==> config.mk <==
export PLATFORM = sky130hd
export DESIGN_NAME = sdo_expedited_client
export DESIGN_NICKNAME = d
export VERILOG_FILES = /design/src/rtl/sdoc_pkg.sv /design/src/rtl/sdoc_queue.sv /design/src/rtl/sdoc_front.sv /design/src/rtl/sdoc_back.sv /design/src/rtl/sdo_expedited_client.sv
export SDC_FILE = /design/constraint.sdc
export NUM_CORES = 1
export LEC_CHECK = 0
export BUFFER_PORTS_ARGS = -buffer_cell sky130_fd_sc_hd__buf_2
export CAP_MARGIN = 20
export CORE_MARGIN = 2
export CORE_UTILIZATION = 35
export CTS_BUF_LIST = sky130_fd_sc_hd__clkbuf_8
export CTS_CLUSTER_SIZE = 28
export DETAILED_ROUTE_END_ITERATION = 7
export PLACE_DENSITY_LB_ADDON = 0.15
export SETUP_SLACK_MARGIN = 0.02
export SKIP_CTS_REPAIR_TIMING = 1
export SLEW_MARGIN = 0
export SYNTH_ARGS = -nofsm -noshare
export SYNTH_HDL_FRONTEND = slang
export SYNTH_SLANG_ARGS = --single-unit
==> constraint.sdc <==
create_clock -name clock -period 12.85 [get_ports clock]
set_input_delay 2.57 -clock clock [delete_from_list [all_inputs] [get_ports clock]]
set_output_delay 2.57 -clock clock [all_outputs]
set_load 0.005 [all_outputs]
==> src/rtl/sdoc_pkg.sv <==
// Shared types and constants of the expedited SDO client.
package sdoc_pkg;

   localparam int QUEUE_DEPTH = 2;

   localparam int NODE_W    = 7;
   localparam int CAN_ID_W  = 11;
   localparam int INDEX_W   = 16;
   localparam int SUB_W     = 8;
   localparam int WORD_W    = 32;
   localparam int SIZE_W    = 3;
   localparam int MS_W      = 16;
   localparam int FRAME_W   = 64;
   localparam int CSR_IDX_W = 1;

   localparam logic [7:0]      CMD_READ    = 8'h40;
   localparam logic [7:0]      CMD_WRITE   = 8'h23;
   localparam logic [7:0]      ABORT_MASK  = 8'hE0;
   localparam logic [7:0]      ABORT_CODE  = 8'h80;
   localparam logic [MS_W-1:0] ELAPSED_MAX = 16'hFFFF;

   localparam logic [CAN_ID_W-1:0] REQUEST_BASE_RESET  = 11'd1536;
   localparam logic [CAN_ID_W-1:0] RESPONSE_BASE_RESET = 11'd1408;

   typedef enum logic [1:0] {
      OP_READ  = 2'd0,
      OP_WRITE = 2'd1,
      OP_FRAME = 2'd2,
      OP_TICK  = 2'd3
   } op_type;

   typedef enum logic [CSR_IDX_W-1:0] {
      CSR_REQUEST_BASE  = 1'b0,
      CSR_RESPONSE_BASE = 1'b1
   } csr_index_type;

   typedef enum logic {
      KIND_REQUEST = 1'b0,
      KIND_FINISH  = 1'b1
   } kind_type;

   typedef enum logic [1:0] {
      STATUS_OK      = 2'd0,
      STATUS_ABORT   = 2'd1,
      STATUS_TIMEOUT = 2'd2
   } status_type;

   // Classified input beat: data holds the request bytes of a start or the
   // received bytes of a frame.
   typedef struct packed {
      op_type              op;
      logic [NODE_W-1:0]   node;
      logic [MS_W-1:0]     limit;
      logic [CAN_ID_W-1:0] frame_id;
      logic                abort;
      logic [FRAME_W-1:0]  data;
   } cmd_type;

   typedef struct packed {
      kind_type            kind;
      logic [CAN_ID_W-1:0] tx_id;
      logic [FRAME_W-1:0]  tx_payload;
      status_type          status;
      logic [WORD_W-1:0]   read_data;
      logic [WORD_W-1:0]   abort_reason;
   } rsp_type;

   typedef struct packed {
      logic                 valid;
      logic [CSR_IDX_W-1:0] index;
      logic [CAN_ID_W-1:0]  wdata;
   } csr_type;

endpackage

==> src/rtl/sdoc_queue.sv <==
// Small FIFO queue used between the front, the back and the result port.
module sdoc_queue #(
   parameter int WIDTH = 8,
   parameter int DEPTH = sdoc_pkg::QUEUE_DEPTH
) (
   input  logic             clock,
   input  logic             reset,
   input  logic             push,
   output logic             full,
   input  logic [WIDTH-1:0] data_in,
   input  logic             pop,
   output logic             empty,
   output logic [WIDTH-1:0] data_out
);

   localparam int PTR_W = (DEPTH > 1) ? $clog2(DEPTH) : 1;
   localparam int CNT_W = $clog2(DEPTH + 1);

   logic [WIDTH-1:0] entry_ff [DEPTH];
   logic [PTR_W-1:0] wr_ptr_ff, wr_ptr_in;
   logic [PTR_W-1:0] rd_ptr_ff, rd_ptr_in;
   logic [CNT_W-1:0] count_ff, count_in;
   logic             do_push, do_pop;

   assign full     = (count_ff == CNT_W'(DEPTH));
   assign empty    = (count_ff == '0);
   assign do_push  = push && !full;
   assign do_pop   = pop && !empty;
   assign data_out = entry_ff[rd_ptr_ff];

   always_comb begin
      wr_ptr_in = wr_ptr_ff;
      rd_ptr_in = rd_ptr_ff;
      count_in  = count_ff;
      if (do_push) begin
         wr_ptr_in = (wr_ptr_ff == PTR_W'(DEPTH - 1)) ? '0 : wr_ptr_ff + 1'b1;
      end
      if (do_pop) begin
         rd_ptr_in = (rd_ptr_ff == PTR_W'(DEPTH - 1)) ? '0 : rd_ptr_ff + 1'b1;
      end
      if (do_push && !do_pop) begin
         count_in = count_ff + 1'b1;
      end else if (do_pop && !do_push) begin
         count_in = count_ff - 1'b1;
      end
   end

   always_ff @(posedge clock) begin
      if (reset) begin
         wr_ptr_ff <= '0;
         rd_ptr_ff <= '0;
         count_ff  <= '0;
      end else begin
         wr_ptr_ff <= wr_ptr_in;
         rd_ptr_ff <= rd_ptr_in;
         count_ff  <= count_in;
      end
   end

   always_ff @(posedge clock) begin
      if (do_push) begin
         entry_ff[wr_ptr_ff] <= data_in;
      end
   end

endmodule

==> src/rtl/sdoc_front.sv <==
// Front end: classifies an input beat and builds the request bytes of a start.
module sdoc_front (
   input  logic [1:0]                    op,
   input  logic [sdoc_pkg::NODE_W-1:0]   node_number,
   input  logic [sdoc_pkg::INDEX_W-1:0]  object_index,
   input  logic [sdoc_pkg::SUB_W-1:0]    object_subindex,
   input  logic [sdoc_pkg::WORD_W-1:0]   write_data,
   input  logic [sdoc_pkg::SIZE_W-1:0]   data_bytes,
   input  logic [sdoc_pkg::MS_W-1:0]     limit_ms,
   input  logic [sdoc_pkg::CAN_ID_W-1:0] frame_id,
   input  logic [sdoc_pkg::FRAME_W-1:0]  frame_payload,
   output sdoc_pkg::cmd_type             cmd
);

   logic       size_ok;
   logic [1:0] unused_bytes;
   logic [7:0] write_cmd;

   // Sizes outside one to four fall back to a full four-byte write.
   assign size_ok      = (data_bytes >= 3'd1) && (data_bytes <= 3'd4);
   assign unused_bytes = size_ok ? 2'(3'd4 - data_bytes) : 2'd0;
   assign write_cmd    = sdoc_pkg::CMD_WRITE | {4'b0000, unused_bytes, 2'b00};

   always_comb begin
      cmd.op       = sdoc_pkg::op_type'(op);
      cmd.node     = node_number;
      cmd.limit    = limit_ms;
      cmd.frame_id = frame_id;
      cmd.abort    = ((frame_payload[7:0] & sdoc_pkg::ABORT_MASK) == sdoc_pkg::ABORT_CODE);
      unique case (sdoc_pkg::op_type'(op))
         sdoc_pkg::OP_READ: begin
            cmd.data = {32'h0, object_subindex, object_index, sdoc_pkg::CMD_READ};
         end
         sdoc_pkg::OP_WRITE: begin
            cmd.data = {write_data, object_subindex, object_index, write_cmd};
         end
         default: begin
            cmd.data = frame_payload;
         end
      endcase
   end

endmodule

==> src/rtl/sdoc_back.sv <==
// Back end: transfer state, identifier registers and result generation.
module sdoc_back (
   input  logic                 clock,
   input  logic                 reset,
   input  sdoc_pkg::cmd_type    cmd,
   input  logic                 cmd_valid,
   output logic                 cmd_pop,
   output logic                 rsp_push,
   input  logic                 rsp_full,
   output sdoc_pkg::rsp_type    rsp,
   input  sdoc_pkg::csr_type    csr,
   output logic                 csr_ready
);

   logic                            busy_ff, busy_in;
   logic                            is_read_ff, is_read_in;
   logic [sdoc_pkg::NODE_W-1:0]     node_ff, node_in;
   logic [sdoc_pkg::MS_W-1:0]       elapsed_ff, elapsed_in;
   logic [sdoc_pkg::MS_W-1:0]       limit_ff, limit_in;
   logic [sdoc_pkg::CAN_ID_W-1:0]   req_base_ff, req_base_in;
   logic [sdoc_pkg::CAN_ID_W-1:0]   rsp_base_ff, rsp_base_in;
   logic [sdoc_pkg::CAN_ID_W-1:0]   expect_id;
   logic [sdoc_pkg::MS_W-1:0]       elapsed_next;
   logic [sdoc_pkg::WORD_W-1:0]     frame_hi;

   assign csr_ready = 1'b1;
   assign cmd_pop   = cmd_valid && !rsp_full;

   assign expect_id    = rsp_base_ff + {4'b0000, node_ff};
   assign elapsed_next = (elapsed_ff < sdoc_pkg::ELAPSED_MAX) ? elapsed_ff + 1'b1 : elapsed_ff;
   assign frame_hi     = cmd.data[63:32];

   always_comb begin
      busy_in     = busy_ff;
      is_read_in  = is_read_ff;
      node_in     = node_ff;
      elapsed_in  = elapsed_ff;
      limit_in    = limit_ff;
      req_base_in = req_base_ff;
      rsp_base_in = rsp_base_ff;
      rsp_push    = 1'b0;
      rsp         = '0;

      if (csr.valid) begin
         if (csr.index == sdoc_pkg::CSR_REQUEST_BASE) begin
            req_base_in = csr.wdata;
         end else begin
            rsp_base_in = csr.wdata;
         end
      end

      if (cmd_pop) begin
         unique case (cmd.op) inside
            sdoc_pkg::OP_READ, sdoc_pkg::OP_WRITE: begin
               // Drop starts while a transfer is open.
               if (!busy_ff) begin
                  busy_in        = 1'b1;
                  is_read_in     = (cmd.op == sdoc_pkg::OP_READ);
                  node_in        = cmd.node;
                  elapsed_in     = '0;
                  limit_in       = cmd.limit;
                  rsp_push       = 1'b1;
                  rsp.kind       = sdoc_pkg::KIND_REQUEST;
                  rsp.tx_id      = req_base_ff + {4'b0000, cmd.node};
                  rsp.tx_payload = cmd.data;
               end
            end
            sdoc_pkg::OP_FRAME: begin
               if (busy_ff && (cmd.frame_id == expect_id)) begin
                  busy_in  = 1'b0;
                  rsp_push = 1'b1;
                  rsp.kind = sdoc_pkg::KIND_FINISH;
                  if (cmd.abort) begin
                     rsp.status       = sdoc_pkg::STATUS_ABORT;
                     rsp.abort_reason = frame_hi;
                  end else begin
                     rsp.status    = sdoc_pkg::STATUS_OK;
                     rsp.read_data = is_read_ff ? frame_hi : '0;
                  end
               end
            end
            default: begin
               if (busy_ff) begin
                  elapsed_in = elapsed_next;
                  if (elapsed_next >= limit_ff) begin
                     busy_in    = 1'b0;
                     rsp_push   = 1'b1;
                     rsp.kind   = sdoc_pkg::KIND_FINISH;
                     rsp.status = sdoc_pkg::STATUS_TIMEOUT;
                  end
               end
            end
         endcase
      end
   end

   always_ff @(posedge clock) begin
      if (reset) begin
         busy_ff     <= 1'b0;
         is_read_ff  <= 1'b0;
         node_ff     <= '0;
         elapsed_ff  <= '0;
         limit_ff    <= '0;
         req_base_ff <= sdoc_pkg::REQUEST_BASE_RESET;
         rsp_base_ff <= sdoc_pkg::RESPONSE_BASE_RESET;
      end else begin
         busy_ff     <= busy_in;
         is_read_ff  <= is_read_in;
         node_ff     <= node_in;
         elapsed_ff  <= elapsed_in;
         limit_ff    <= limit_in;
         req_base_ff <= req_base_in;
         rsp_base_ff <= rsp_base_in;
      end
   end

   a_push_needs_pop: assert property (@(posedge clock) disable iff (reset)
      rsp_push |-> cmd_pop)
      else $error("result beat without a command beat");

   a_request_opens: assert property (@(posedge clock) disable iff (reset)
      (rsp_push && rsp.kind == sdoc_pkg::KIND_REQUEST) |-> !busy_ff ##1 busy_ff)
      else $error("request beat did not open a transfer");

   a_finish_closes: assert property (@(posedge clock) disable iff (reset)
      (rsp_push && rsp.kind == sdoc_pkg::KIND_FINISH) |-> busy_ff ##1 !busy_ff)
      else $error("finish beat did not close a transfer");

   a_elapsed_idle: assert property (@(posedge clock) disable iff (reset)
      (!busy_ff && !$past(busy_ff) && !$past(reset)) |-> $stable(elapsed_ff))
      else $error("elapsed time moved while idle");

endmodule

==> src/rtl/sdo_expedited_client.sv <==
// Top level of the expedited SDO client.
// Queue-style client for CANopen expedited SDO transfers, one at a time. Push
// read starts, write starts, received CAN frames and millisecond ticks on the
// req_ side; pop request frames to transmit and transfer-finished beats on the
// rsp_ side. The block takes one beat per cycle while req_full is low: the
// front end classifies each beat into a command queue, the back end retires
// one command per cycle against the transfer state while the result queue
// is not full, and results land in a result queue. A beat is registered in
// the command queue and its result in the result queue before it shows on
// the rsp_ ports. req_full rises only when the command queue (QUEUE_DEPTH
// beats) backs up behind a full result queue. Starts while busy, frames with
// a foreign identifier and ticks while idle produce no result. The identifier
// base registers are written over the csr_ port, which is always ready.
module sdo_expedited_client #(
   parameter int QUEUE_DEPTH = sdoc_pkg::QUEUE_DEPTH
) (
   input  logic                              clock,
   input  logic                              reset,
   input  logic                              req_push,
   output logic                              req_full,
   input  logic [1:0]                        req_op,
   input  logic [sdoc_pkg::NODE_W-1:0]       req_node_number,
   input  logic [sdoc_pkg::INDEX_W-1:0]      req_object_index,
   input  logic [sdoc_pkg::SUB_W-1:0]        req_object_subindex,
   input  logic [sdoc_pkg::WORD_W-1:0]       req_write_data,
   input  logic [sdoc_pkg::SIZE_W-1:0]       req_data_bytes,
   input  logic [sdoc_pkg::MS_W-1:0]         req_limit_ms,
   input  logic [sdoc_pkg::CAN_ID_W-1:0]     req_frame_id,
   input  logic [sdoc_pkg::FRAME_W-1:0]      req_frame_payload,
   output logic                              rsp_empty,
   input  logic                              rsp_pop,
   output logic                              rsp_out_kind,
   output logic [sdoc_pkg::CAN_ID_W-1:0]     rsp_tx_id,
   output logic [sdoc_pkg::FRAME_W-1:0]      rsp_tx_payload,
   output logic [1:0]                        rsp_finish_status,
   output logic [sdoc_pkg::WORD_W-1:0]       rsp_read_data,
   output logic [sdoc_pkg::WORD_W-1:0]       rsp_abort_reason,
   input  logic                              csr_valid,
   output logic                              csr_ready,
   input  logic [sdoc_pkg::CSR_IDX_W-1:0]    csr_index,
   input  logic [sdoc_pkg::CAN_ID_W-1:0]     csr_wdata
);

   localparam int CMD_W = $bits(sdoc_pkg::cmd_type);
   localparam int RSP_W = $bits(sdoc_pkg::rsp_type);

   sdoc_pkg::cmd_type cmd_in, cmd_head;
   sdoc_pkg::rsp_type rsp_in, rsp_head;
   sdoc_pkg::csr_type csr;
   logic              cmd_empty, cmd_pop;
   logic              rsp_push, rsp_full;

   assign csr.valid = csr_valid;
   assign csr.index = csr_index;
   assign csr.wdata = csr_wdata;

   sdoc_front u_front (
      .op              (req_op),
      .node_number     (req_node_number),
      .object_index    (req_object_index),
      .object_subindex (req_object_subindex),
      .write_data      (req_write_data),
      .data_bytes      (req_data_bytes),
      .limit_ms        (req_limit_ms),
      .frame_id        (req_frame_id),
      .frame_payload   (req_frame_payload),
      .cmd             (cmd_in)
   );

   sdoc_queue #(.WIDTH(CMD_W), .DEPTH(QUEUE_DEPTH)) u_cmd_queue (
      .clock    (clock),
      .reset    (reset),
      .push     (req_push),
      .full     (req_full),
      .data_in  (cmd_in),
      .pop      (cmd_pop),
      .empty    (cmd_empty),
      .data_out (cmd_head)
   );

   sdoc_back u_back (
      .clock     (clock),
      .reset     (reset),
      .cmd       (cmd_head),
      .cmd_valid (!cmd_empty),
      .cmd_pop   (cmd_pop),
      .rsp_push  (rsp_push),
      .rsp_full  (rsp_full),
      .rsp       (rsp_in),
      .csr       (csr),
      .csr_ready (csr_ready)
   );

   sdoc_queue #(.WIDTH(RSP_W), .DEPTH(QUEUE_DEPTH)) u_rsp_queue (
      .clock    (clock),
      .reset    (reset),
      .push     (rsp_push),
      .full     (rsp_full),
      .data_in  (rsp_in),
      .pop      (rsp_pop),
      .empty    (rsp_empty),
      .data_out (rsp_head)
   );

   assign rsp_out_kind      = rsp_head.kind;
   assign rsp_tx_id         = rsp_head.tx_id;
   assign rsp_tx_payload    = rsp_head.tx_payload;
   assign rsp_finish_status = rsp_head.status;
   assign rsp_read_data     = rsp_head.read_data;
   assign rsp_abort_reason  = rsp_head.abort_reason;

endmodule
; Word level (Yosys, flattened, before mapping)
; Memories as Yosys holds them, arrays and structs flattened. A register that Yosys moved wholly into a read port is not among the register bits.
; Index checks and enable logic that the tools add are counted.
; Widths: inputs -> output; s select.
[totals]
register_bits = 71
ramBits = 486
input_bits = 176
out_inout_bits = 145
word_cells = 120
mem_count = 2
[mem_list]
columns = name, depth, width, rd, rd_ports_with_merged_regs, wr, line
row1 = u_rsp_queue.entry_ff, 2, 142, 1, 1, 1, sdoc_queue.sv:19  ; logic [WIDTH-1:0] entry_ff [DEPTH];
row2 = u_cmd_queue.entry_ff, 2, 101, 1, 1, 1, sdoc_queue.sv:19
[op_classes]
n_addsub = 12
n_lt_le_gt_ge = 4
eq_ne = 9
n_mux = 45
n_bitwise = 3
n_reduce_logical = 32
[op_table]
columns = operator, count
row1 = $mux 75, 2
row2 = $mux 142, 1
row3 = $pmux 64 s2, 1
row4 = $mux 32, 3
row5 = $mux 66, 1
row6 = $mux 64, 1
row7 = $mux 16, 3
row8 = $pmux 16 s2, 1
row9 = $add 11x7->11, 2
row10 = $mux 1, 21
row11 = $add 16x1->16 const B, 1
row12 = $ge 16x16->1, 1
row13 = $lt 16x16->1 const B, 1
row14 = $mux 2, 7
row15 = $eq 11x11->1, 1
row16 = $logic_and 1x1->1, 11
row17 = $logic_not 1->1, 8
row18 = $logic_not 2->1, 4
row19 = $eq 2x2->1 const B, 3
row20 = $pmux 1 s2, 3
row21 = $reduce_and 2->1, 3
row22 = $reduce_bool 2->1, 3
row23 = $add 1x1->1 const B, 4
row24 = $add 2x1->2 const B, 2
row25 = 12 further kinds, 17

; Logic depth before layout (Yosys ltp)
; Gate-level depths: netlist (run 1).
[depth]
ltp_word = 12
ltp_mapped = 19
ltp_nobuf = 18

; Hierarchy
; A second synthesis (run 1) with hierarchy kept.
[unflattened]
hier_cells = 1590
hier_area_um2 = 24287.0
[modules_own_cells]
columns = mod, instances, cells_per_inst, area_each_um2, seq_area_each_um2
row1 = sdoc_queue at u_rsp_queue, 1, 467, 10787.8, 8628.3
row2 = sdoc_queue at u_cmd_queue, 1, 339, 7534.7, 6165.9
row3 = sdoc_back, 1, 656, 4911.0, 1261.2
row4 = sdoc_front, 1, 127, 1049.8, 0.0
row5 = sdo_expedited_client, 1, 1, 3.8, 0.0

; Worst setup path after synthesis (run 1)
; OpenSTA, ideal clock, no wires.
[synth_timing]
kind = flip-flop to flip-flop
from = register u_back.elapsed_ff[3] (netlist bit)
to = memory u_rsp_queue.entry_ff[0][0] (netlist bit), enable pin
setup_time_ps = 728
arrival_time_ps = 9843
t_required_ps = 12122
path_slack_ps = 2279
stages_incl_launch_ff = 15
n_path_buf = 2
period_less_slack_ps = 10571
cell_sequence = dfxtp_1 buf_2 nand4_2 or4_1 clkbuf_1 o21ai_2 nor3_1 xor2_1 ha_1 nand4_1 nor2_1 o21ai_0 o211ai_1 a21oi_1 a31oi_1
[synth_between]
elab_chain_cells = 10
word_cells_on_any_way = 11
cone_classes = add/sub: 1 / order compare: 2 / mux: 7 / reduce/logical: 1
[synth_rtl]
columns = item, line
row1 = from (decl), sdoc_back.sv:18  ; logic [sdoc_pkg::MS_W-1:0] elapsed_ff, elapsed_in;
row2 = from (signal assigned), sdoc_back.sv:110  ; elapsed_ff <= elapsed_in;
row3 = $add 16x1->16 or $lt 16x16->1 (tied branches), sdoc_back.sv:30  ; assign elapsed_next = (elapsed_ff < sdoc_pkg::ELAPSED_MAX) ? elapsed_ff + 1'b1 : elapsed_ff;
row4 = $mux 16 (*), sdoc_back.sv:30
row5 = $ge 16x16->1 (*), sdoc_back.sv:85  ; if (elapsed_next >= limit_ff) begin
row6 = $mux 1 (*), sdoc_back.sv:85
row7 = $mux 1 (*), sdoc_back.sv:83  ; if (busy_ff) begin
row8 = $pmux 1 s2 (*), sdoc_back.sv:53  ; unique case (cmd.op) inside
row9 = $mux 1 (*), sdoc_back.sv:52  ; if (cmd_pop) begin
row10 = $logic_and 1x1->1 (*), sdoc_queue.sv:27  ; assign do_push = push && !full;
row11 = $mux 1 (*), sdoc_queue.sv:61  ; if (do_push) begin
row12 = $mux 1 (not written as such) (*), sdoc_queue.sv:62  ; entry_ff[wr_ptr_ff] <= data_in;
row13 = to (decl), sdoc_queue.sv:19
; Mark *: on every way between the ends. The rest lies on a longest branch, timed or not.

; Worst setup path in the final report (run 1)
[layout_timing]
from = register u_back.elapsed_ff[3] (netlist bit)
to = memory u_rsp_queue.entry_ff[0][41] (netlist bit), enable pin
; Same word-level chain as after synthesis.

==> impl_metrics.tcl, run 1 <==
set metrics [dict create \
    cts.clk_slew.worst_paths_ps 60 \
    arrival_ps 5990 \
    slew-limit-headroom_pct 30.5 \
    synthCells 1557 \
    drc 0 \
    slew_violations 0 \
    setup_tns_ps 0 \
    die_area_um2 68200 \
    grt_pass1_wl_mm 83.5 \
    path_delay_family "compound AO/OA/AOI/OAI gates" \
    min_period_ps 5690 \
    timing_hold_violations_final 0 \
    final_util_pct 41.7 \
    crit_chain "nand4_2, or4_1, o21ai_2, nor3_1, xor2_1, ha_1, nand4_1, nor2_1, o21ai_0, o211ai_1, a21oi_1, a31oi_4, buf_4" \
    worst_pin_slew_ps 1040 \
    antenna_found_initial 3 \
    vias_per_cell 4.79 \
    port_buffers 319 \
    max_freq_mhz 176 \
    clkPwrFrac_pct 26.9 \
    cts-root-buf "clkbuf_8" \
    critPathLaunchType "flip-flop" \
    start_util_pct 35.3 \
    cp-startpoint "u_back.elapsed_ff[3]" \
    dp.cells 2679 \
    drive_gt1_share_pct 33.2 \
    grt_pass1_vias 14000 \
    cts_htree_levels 3 \
    syn_to_final_growth_pct 18.3 \
    cp-end-kind "flip-flop" \
    p_sw_uw 1640 \
    min_path_type "flip-flop to flip-flop" \
    syn_nets 1770 \
    final_cell_count_no_fill 2855 \
    routed_wl_mm 56.6 \
    synthXorXnorAreaFrac_pct 1.48 \
    path_max_fanout 63 \
    p_sw_share_pct 31.0 \
    rsz0062_at_grt "false" \
    cts_tree "yes" \
    drtAntennaViolNets 0 \
    synth_top_family_by_area "multiplexers" \
    cellPowerDensity_nw_per_um2 194 \
    finalClockSkew_ps 39.5 \
    drtIter0Drc 700 \
    synth-compound-area-share_pct 5.46 \
    post_drt_wl_per_cell_um 19.8 \
    synth_edf_count 486 \
    synthFlopType "edfxtp_1" \
    setup_violations 0 \
    post-route-period-util_pct 44.3 \
    hold_start "u_back.req_base_ff[6]" \
    critPathKind "flip-flop to flip-flop" \
    synthMuxAreaShare_pct 12.6 \
    num-fill-cells 6187 \
    insertedDiodeCount 0 \
    cp.buffers_inverters 1 \
    io_pins 321 \
    synth_fa_ha_area_share_pct 2.06 \
    gp_congestion 0.784 \
    nets 2125 \
    clk_latency_ps 680 \
    rr_startpoint "u_back.elapsed_ff[3]" \
    yosys.area_share.simple_pct 6.96 \
    cts.path.max_buffers 3 \
    num_vias 13700 \
    outcome "complete, no violations" \
    core_um2 65600 \
    dieWidth_um 261 \
    dp.final_hpwl_mm 35.9 \
    synthArstFlopShare_pct 0 \
    maxCapViolCount 0 \
    power_frac_seq_pct 47.8 \
    synth_cell_types 63 \
    grt_max_degree 70 \
    critPathSlowestCell "a31oi_4" \
    slowest_delay_ps 880 \
    track_usage_pct 16.3 \
    ys_ff_latch 559 \
    rows 94 \
    intPower_uw 3660 \
    worstPathRequired_ps 13140 \
    p_leak_uw 0.0101 \
    cts_buffers 94 \
    yosysSeqAreaShare_pct 69.4 \
    yosysWarnings 0 \
    p_total_uw 5310 \
    cts.sinks 559 \
    die-height_um 261 \
    peakVddDrop_mv 0.0901 \
    combPwrFrac_pct 25.3 \
    syn_avg_cell_area_um2 14.9 \
    synth_area_um2 23100 \
    grt_overflow 0 \
    dr.pass1.iters 5 \
]
worst paths after layout:
kind                                  to  slack (ps)  cells after the start
max          u_rsp_queue.entry_ff[0][41]        7160                     13
min                u_back.req_base_ff[6]         470                      2
max reg2reg  u_rsp_queue.entry_ff[0][41]        7160                     13
min reg2reg        u_back.req_base_ff[6]         470                      2
through the flow:
| stage | setup slack (ps) | instance area (um^2) | hold WS [ps] |
|---|---|---|---|
| CTS | 7130 | 27400 | 463 |
| global placement | 7200 | 25700 | 453 |
| global route | 6660 | 27400 | 486 |
| detailed placement | 7160 | 25700 | 455 |
| floorplan | 2280 | 23100 | 440 |
| finish | 7160 | 27400 | 466 |
power by group through the flow:
| stage | Sequential [uW] | Clock, uW | Combinational [uW] |
|---|---|---|---|
| detailed placement | 2580 | 0 | 1370 |
| floorplan | 2580 | 0 | 851 |
| global placement | 2570 | 0 | 1370 |
| finish | 2540 | 1430 | 1340 |
| CTS | 2540 | 1480 | 1380 |
| global route | 2580 | 1560 | 1480 |
worst min-delay path, stage by stage (launching register included):
cell	delay [ps]
dfxtp_1	320
nand2_1	50
a21oi_1	50
cells in the mapped netlist, drive strengths merged (24+ instances only):
cell type,n,area [um^2]
clkbuf,52,195
nor2,190,771
ha,35,438
inv,35,131
a21oi,53,265
mux2i,95,951
mux2,175,1970
nand2,95,357
dfxtp,73,1460
a22o,30,263
buf,24,146
edfxtp,486,14600
logic make-up after synthesis:
group	Yosys count
AND/OR/NAND/NOR	360
buffers and inverters	111
adder cells (fa/ha/maj)	37
XOR/XNOR	39
multiplexers	270
other	1
flip-flops	559
AO/OA/AOI/OAI	180
cells in the final DEF, fill, tap and decap left out, drive strengths merged, types with 4 or more instances in the layout:
master,netlist,final
edfxtp,486,486
buf,24,335
nor2,190,190
mux2,175,175
clkbuf,52,100
nand2,95,95
mux2i,95,95
inv,35,78
dfxtp,73,73
a21oi,53,53
ha,35,35
a22o,30,30
clkinv,0,30
o21ai,22,22
a211oi,21,21
xor2,21,21
xnor2,18,18
nand3,14,14
nor3,14,14
a21o,10,10
nor2b,7,7
or3,7,7
o211a,6,6
a22oi,6,6
nand4,6,6
nand2b,5,5
and2,5,5
a311oi,5,5
and3,5,5
a31oi,5,5
o21a,4,4
nor4,4,4
o211ai,4,4
state kept, by name, indices dropped and copies added, names as in the netlist, named ones only:
name	flops
u_cmd_queue.entry_ff	202
u_cmd_queue.wr_ptr_ff	1
u_cmd_queue.count_ff	2
u_rsp_queue.count_ff	2
u_rsp_queue.wr_ptr_ff	1
u_back.busy_ff	1
u_back.node_ff	7
u_back.is_read_ff	1
u_rsp_queue.rd_ptr_ff	1
u_back.req_base_ff	11
u_rsp_queue.entry_ff	284
u_back.limit_ff	16
u_back.elapsed_ff	16
u_back.rsp_base_ff	11
u_cmd_queue.rd_ptr_ff	1
layer usage:
layer | vias to the layer above | GRT usage, % | wire length, um
met5 | - | 0 | 13
met4 | 2 | 5.90 | 1390
met3 | 83 | 3.39 | 2900
met2 | 339 | 27.2 | 27400
met1 | 6712 | 21.0 | 24900
li1 | 6540 | - | -
layout make-up:
cell class              instances  area (um^2)  share of cell area [%]
multi-input cells             887         6690                    24.4
inverters                      35          131                   0.480
clock inverters                75          322                    1.17
flip-flops and latches        559        16100                    58.7
repair buffers                335         1720                    6.29
clock buffers                 100         1380                    5.03
well taps                     864         1080                    3.95
No activity file was read; power rests on OpenSTA's default activity.
==> inputs of run 2 (changes only) <==
ABC_AREA = 1   (was unset)
clock period = 4.7 ns   (was 12.85 ns; I/O delays follow)
==> run 2 against run 1 <==
Synthesized cell count rose by 19%. Utilization rose by 0.66 points. Die area rose by 0.48%. Worst hold slack got worse by 12 ps. Clock skew fell by 13 ps. Clock-buffer cell count fell by 1. Final cell count rose by 11%. Non-clock buffer count rose by 19. Largest power group unchanged.
==> impl_metrics.tcl, run 2 <==
set metrics [dict create \
    cts.clk_slew.worst_paths_ps 70 \
    drc 0 \
    reg2reg_slack_ps 440 \
    peakVddDrop_mv 0.264 \
    cts.sinks 559 \
    cts_buffers 94 \
    synth-compound-area-share_pct 5.52 \
    max_freq_mhz 235 \
    grt_pass1_wl_mm 87.1 \
    yosys.area_share.simple_pct 11.2 \
    maxCapViolCount 0 \
    final_cell_mix "edfxtp_1 (486), nand2_1 (395), buf_2 (319)" \
    holdPathEnd "u_cmd_queue.rd_ptr_ff" \
    setup_ws_ps 437 \
    synth_top_family_by_area "simple AND/OR/NAND/NOR gates" \
    finalClockSkew_ps 26.1 \
    regMostFlops "u_rsp_queue.entry_ff" \
    timing_hold_violations_final 0 \
    syn_nets 2064 \
    outcome "complete, no violations" \
    track_usage_pct 16.9 \
    ys_ff_latch 559 \
    synth_area_um2 23300 \
    post_drt_wl_per_cell_um 18.7 \
    final_util_pct 42.4 \
    yosysSeqAreaShare_pct 69.0 \
    timing.rr.end "u_rsp_queue.entry_ff[0][50]" \
    synthXorXnorAreaFrac_pct 0.489 \
    synthTopCellsByCount "edfxtp_1 (486), nand2_1 (397), nor2_1 (143)" \
    cellPowerDensity_nw_per_um2 553 \
    dieWidth_um 262 \
    cts-root-buf "clkbuf_8" \
    die_area_um2 68500 \
    worst_pin_slew_ps 980 \
    hold_start "u_cmd_queue.rd_ptr_ff" \
    routed_wl_mm 59.3 \
    synth_edf_count 486 \
    num_vias 15000 \
    dr.pass1.iters 4 \
    r2r_cells 21 \
    synthCells 1851 \
    gp_congestion 0.821 \
    cts_tree "yes" \
    critPathKind "flip-flop to flip-flop" \
    synthTopCellsByArea "edfxtp_1 (63%), mux2_2 (6.9%), nand2_1 (6.4%)" \
    synthMuxAreaShare_pct 8.25 \
    drtIter0Drc 957 \
    worstPathRequired_ps 5060 \
    largest_reg_flops 284 \
    rows 94 \
    syn_to_final_growth_pct 19.8 \
    rsz0062_at_grt "false" \
    die-height_um 262 \
    nets 2432 \
    cts.path.max_buffers 3 \
    drive_gt1_share_pct 28.3 \
    start_util_pct 35.4 \
    post-route-period-util_pct 90.7 \
    grt_overflow 0 \
    rr_startpoint "u_back.elapsed_ff[2]" \
    grt_pass1_vias 14900 \
    post-synth-top-count-cell "edfxtp_1" \
    arrival_ps 4620 \
    syn_avg_cell_area_um2 12.6 \
    cp-end-kind "flip-flop" \
    setup_violations 0 \
    cts_htree_levels 3 \
    min_path_cells 1 \
    layout_commonest_cell "edfxtp_1" \
    path_max_fanout 32 \
    dp.final_hpwl_mm 38.5 \
    dpl_worst_slack_ps 386 \
    p_leak_uw 0.0108 \
    core_um2 65700 \
    yosysWarnings 0 \
    synthFlopType "edfxtp_1" \
    synth_top_area_cell "edfxtp_1" \
    grt_max_degree 66 \
    min_path_type "flip-flop to flip-flop" \
    slew_violations 0 \
    synth_cell_types 46 \
    num-fill-cells 6147 \
    antenna_found_initial 4 \
    port_buffers 319 \
    vias_per_cell 4.75 \
    critPathLaunchType "flip-flop" \
    reg.largest.list "u_rsp_queue.entry_ff (284), u_cmd_queue.entry_ff (202)" \
    synth_fa_ha_area_share_pct 2.05 \
    slew-limit-headroom_pct 34.6 \
    io_pins 321 \
    synth_top_cell_area_share_pct 62.7 \
    clk_latency_ps 670 \
    min_period_ps 4260 \
    drtAntennaViolNets 0 \
    synthArstFlopShare_pct 0 \
]
## run 2: changes by cell type after synthesis, sizes merged, moves of 14 or more
cell,change
nand2,+303
inv,+82
mux2i,-63
o21ai,+46
nor2,-41
a21oi,+39
mux2,-33
nor3,+27
nand3,+26
a211oi,-21
xor2,-14
## run 2: final cells by class
class | instances | area (um^2) | share of cell area [%]
Multi-Input combinational cell | 1091 | 6520 | 23.4
Inverter | 119 | 452 | 1.62
Sequential cell | 559 | 16100 | 57.7
Clock inverter | 74 | 374 | 1.34
Clock buffer | 99 | 1360 | 4.89
Antenna cell | 4 | 10.0 | 0.0359
Timing Repair Buffer | 354 | 2000 | 7.17
Tap cell | 864 | 1080 | 3.88
## run 2: critical path, cell delays in order (launching register included)
cell and delay, ps:
dfxtp_2 380, inv_2 40, nor3_2 240, nand3_1 150, nor3_2 350, nand4_1 220
inv_1 110, nand3_1 80, nand2_1 70, inv_1 50, ha_1 280, nand2_1 60
inv_1 60, nand3_2 70, nor3_2 220, nand3_1 120, nand3_2 100, nand2_1 70
a21oi_2 210, nand2_2 110, nor2_4 610, buf_12 290
## run 2: cells by family (layout without fill, tap and decap cells)
| family | after synthesis | after routing |
|---|---|---|
| compound gates | 221 | 221 |
| xor+xnor | 13 | 13 |
| fa+ha+maj | 37 | 37 |
| buf+inv | 201 | 646 |
| flops | 559 | 559 |
| mux | 174 | 174 |
| other cells | 1 | 5 |
| simple gates | 645 | 645 |
## run 2: power by group
part	internal, uW	switching, uW	leakage [uW]
combinational	1640	2780	0.00468
clock	2060	1920	0.00104
sequential	6660	343	0.00510
## run 2: worst max-delay path by stage
stage	slack, ps	cells past startpoint	to	from
finish	440	21	u_rsp_queue.entry_ff[0][50]	u_back.elapsed_ff[2]
global route	70	21	u_rsp_queue.entry_ff[0][47]	u_back.elapsed_ff[2]
CTS	310	21	u_rsp_queue.entry_ff[0][116]	u_back.elapsed_ff[2]
detailed placement	390	21	u_rsp_queue.entry_ff[0][50]	u_back.elapsed_ff[2]
global placement	390	21	u_rsp_queue.entry_ff[0][18]	u_back.elapsed_ff[2]
floorplan	-390	20	u_rsp_queue.entry_ff[0][0]	u_back.elapsed_ff[2]
## run 2: layer usage
layer  vias up  wire (um)  GRT usage, %
met5         -          0             0
li1       7286          -             -
met2       378      28600          28.2
met3        81       3270          2.98
met1      7275      26300          22.5
met4         0       1130          5.45
## run 2: metrics by stage
step           instances  hold slack, ps  TNS [ps]  power [uW]  area [um^2]
2_1_floorplan       1851             426    -92820        9660        23400
3_3_place_gp        2987             438         0       11600        26100
3_5_place_dp        2987             444         0       11700        26100
4_1_cts             3160             385         0       15700        27900
5_1_grt             3163             414         0       16400        27900
6_report            3164             454         0       15400        27900
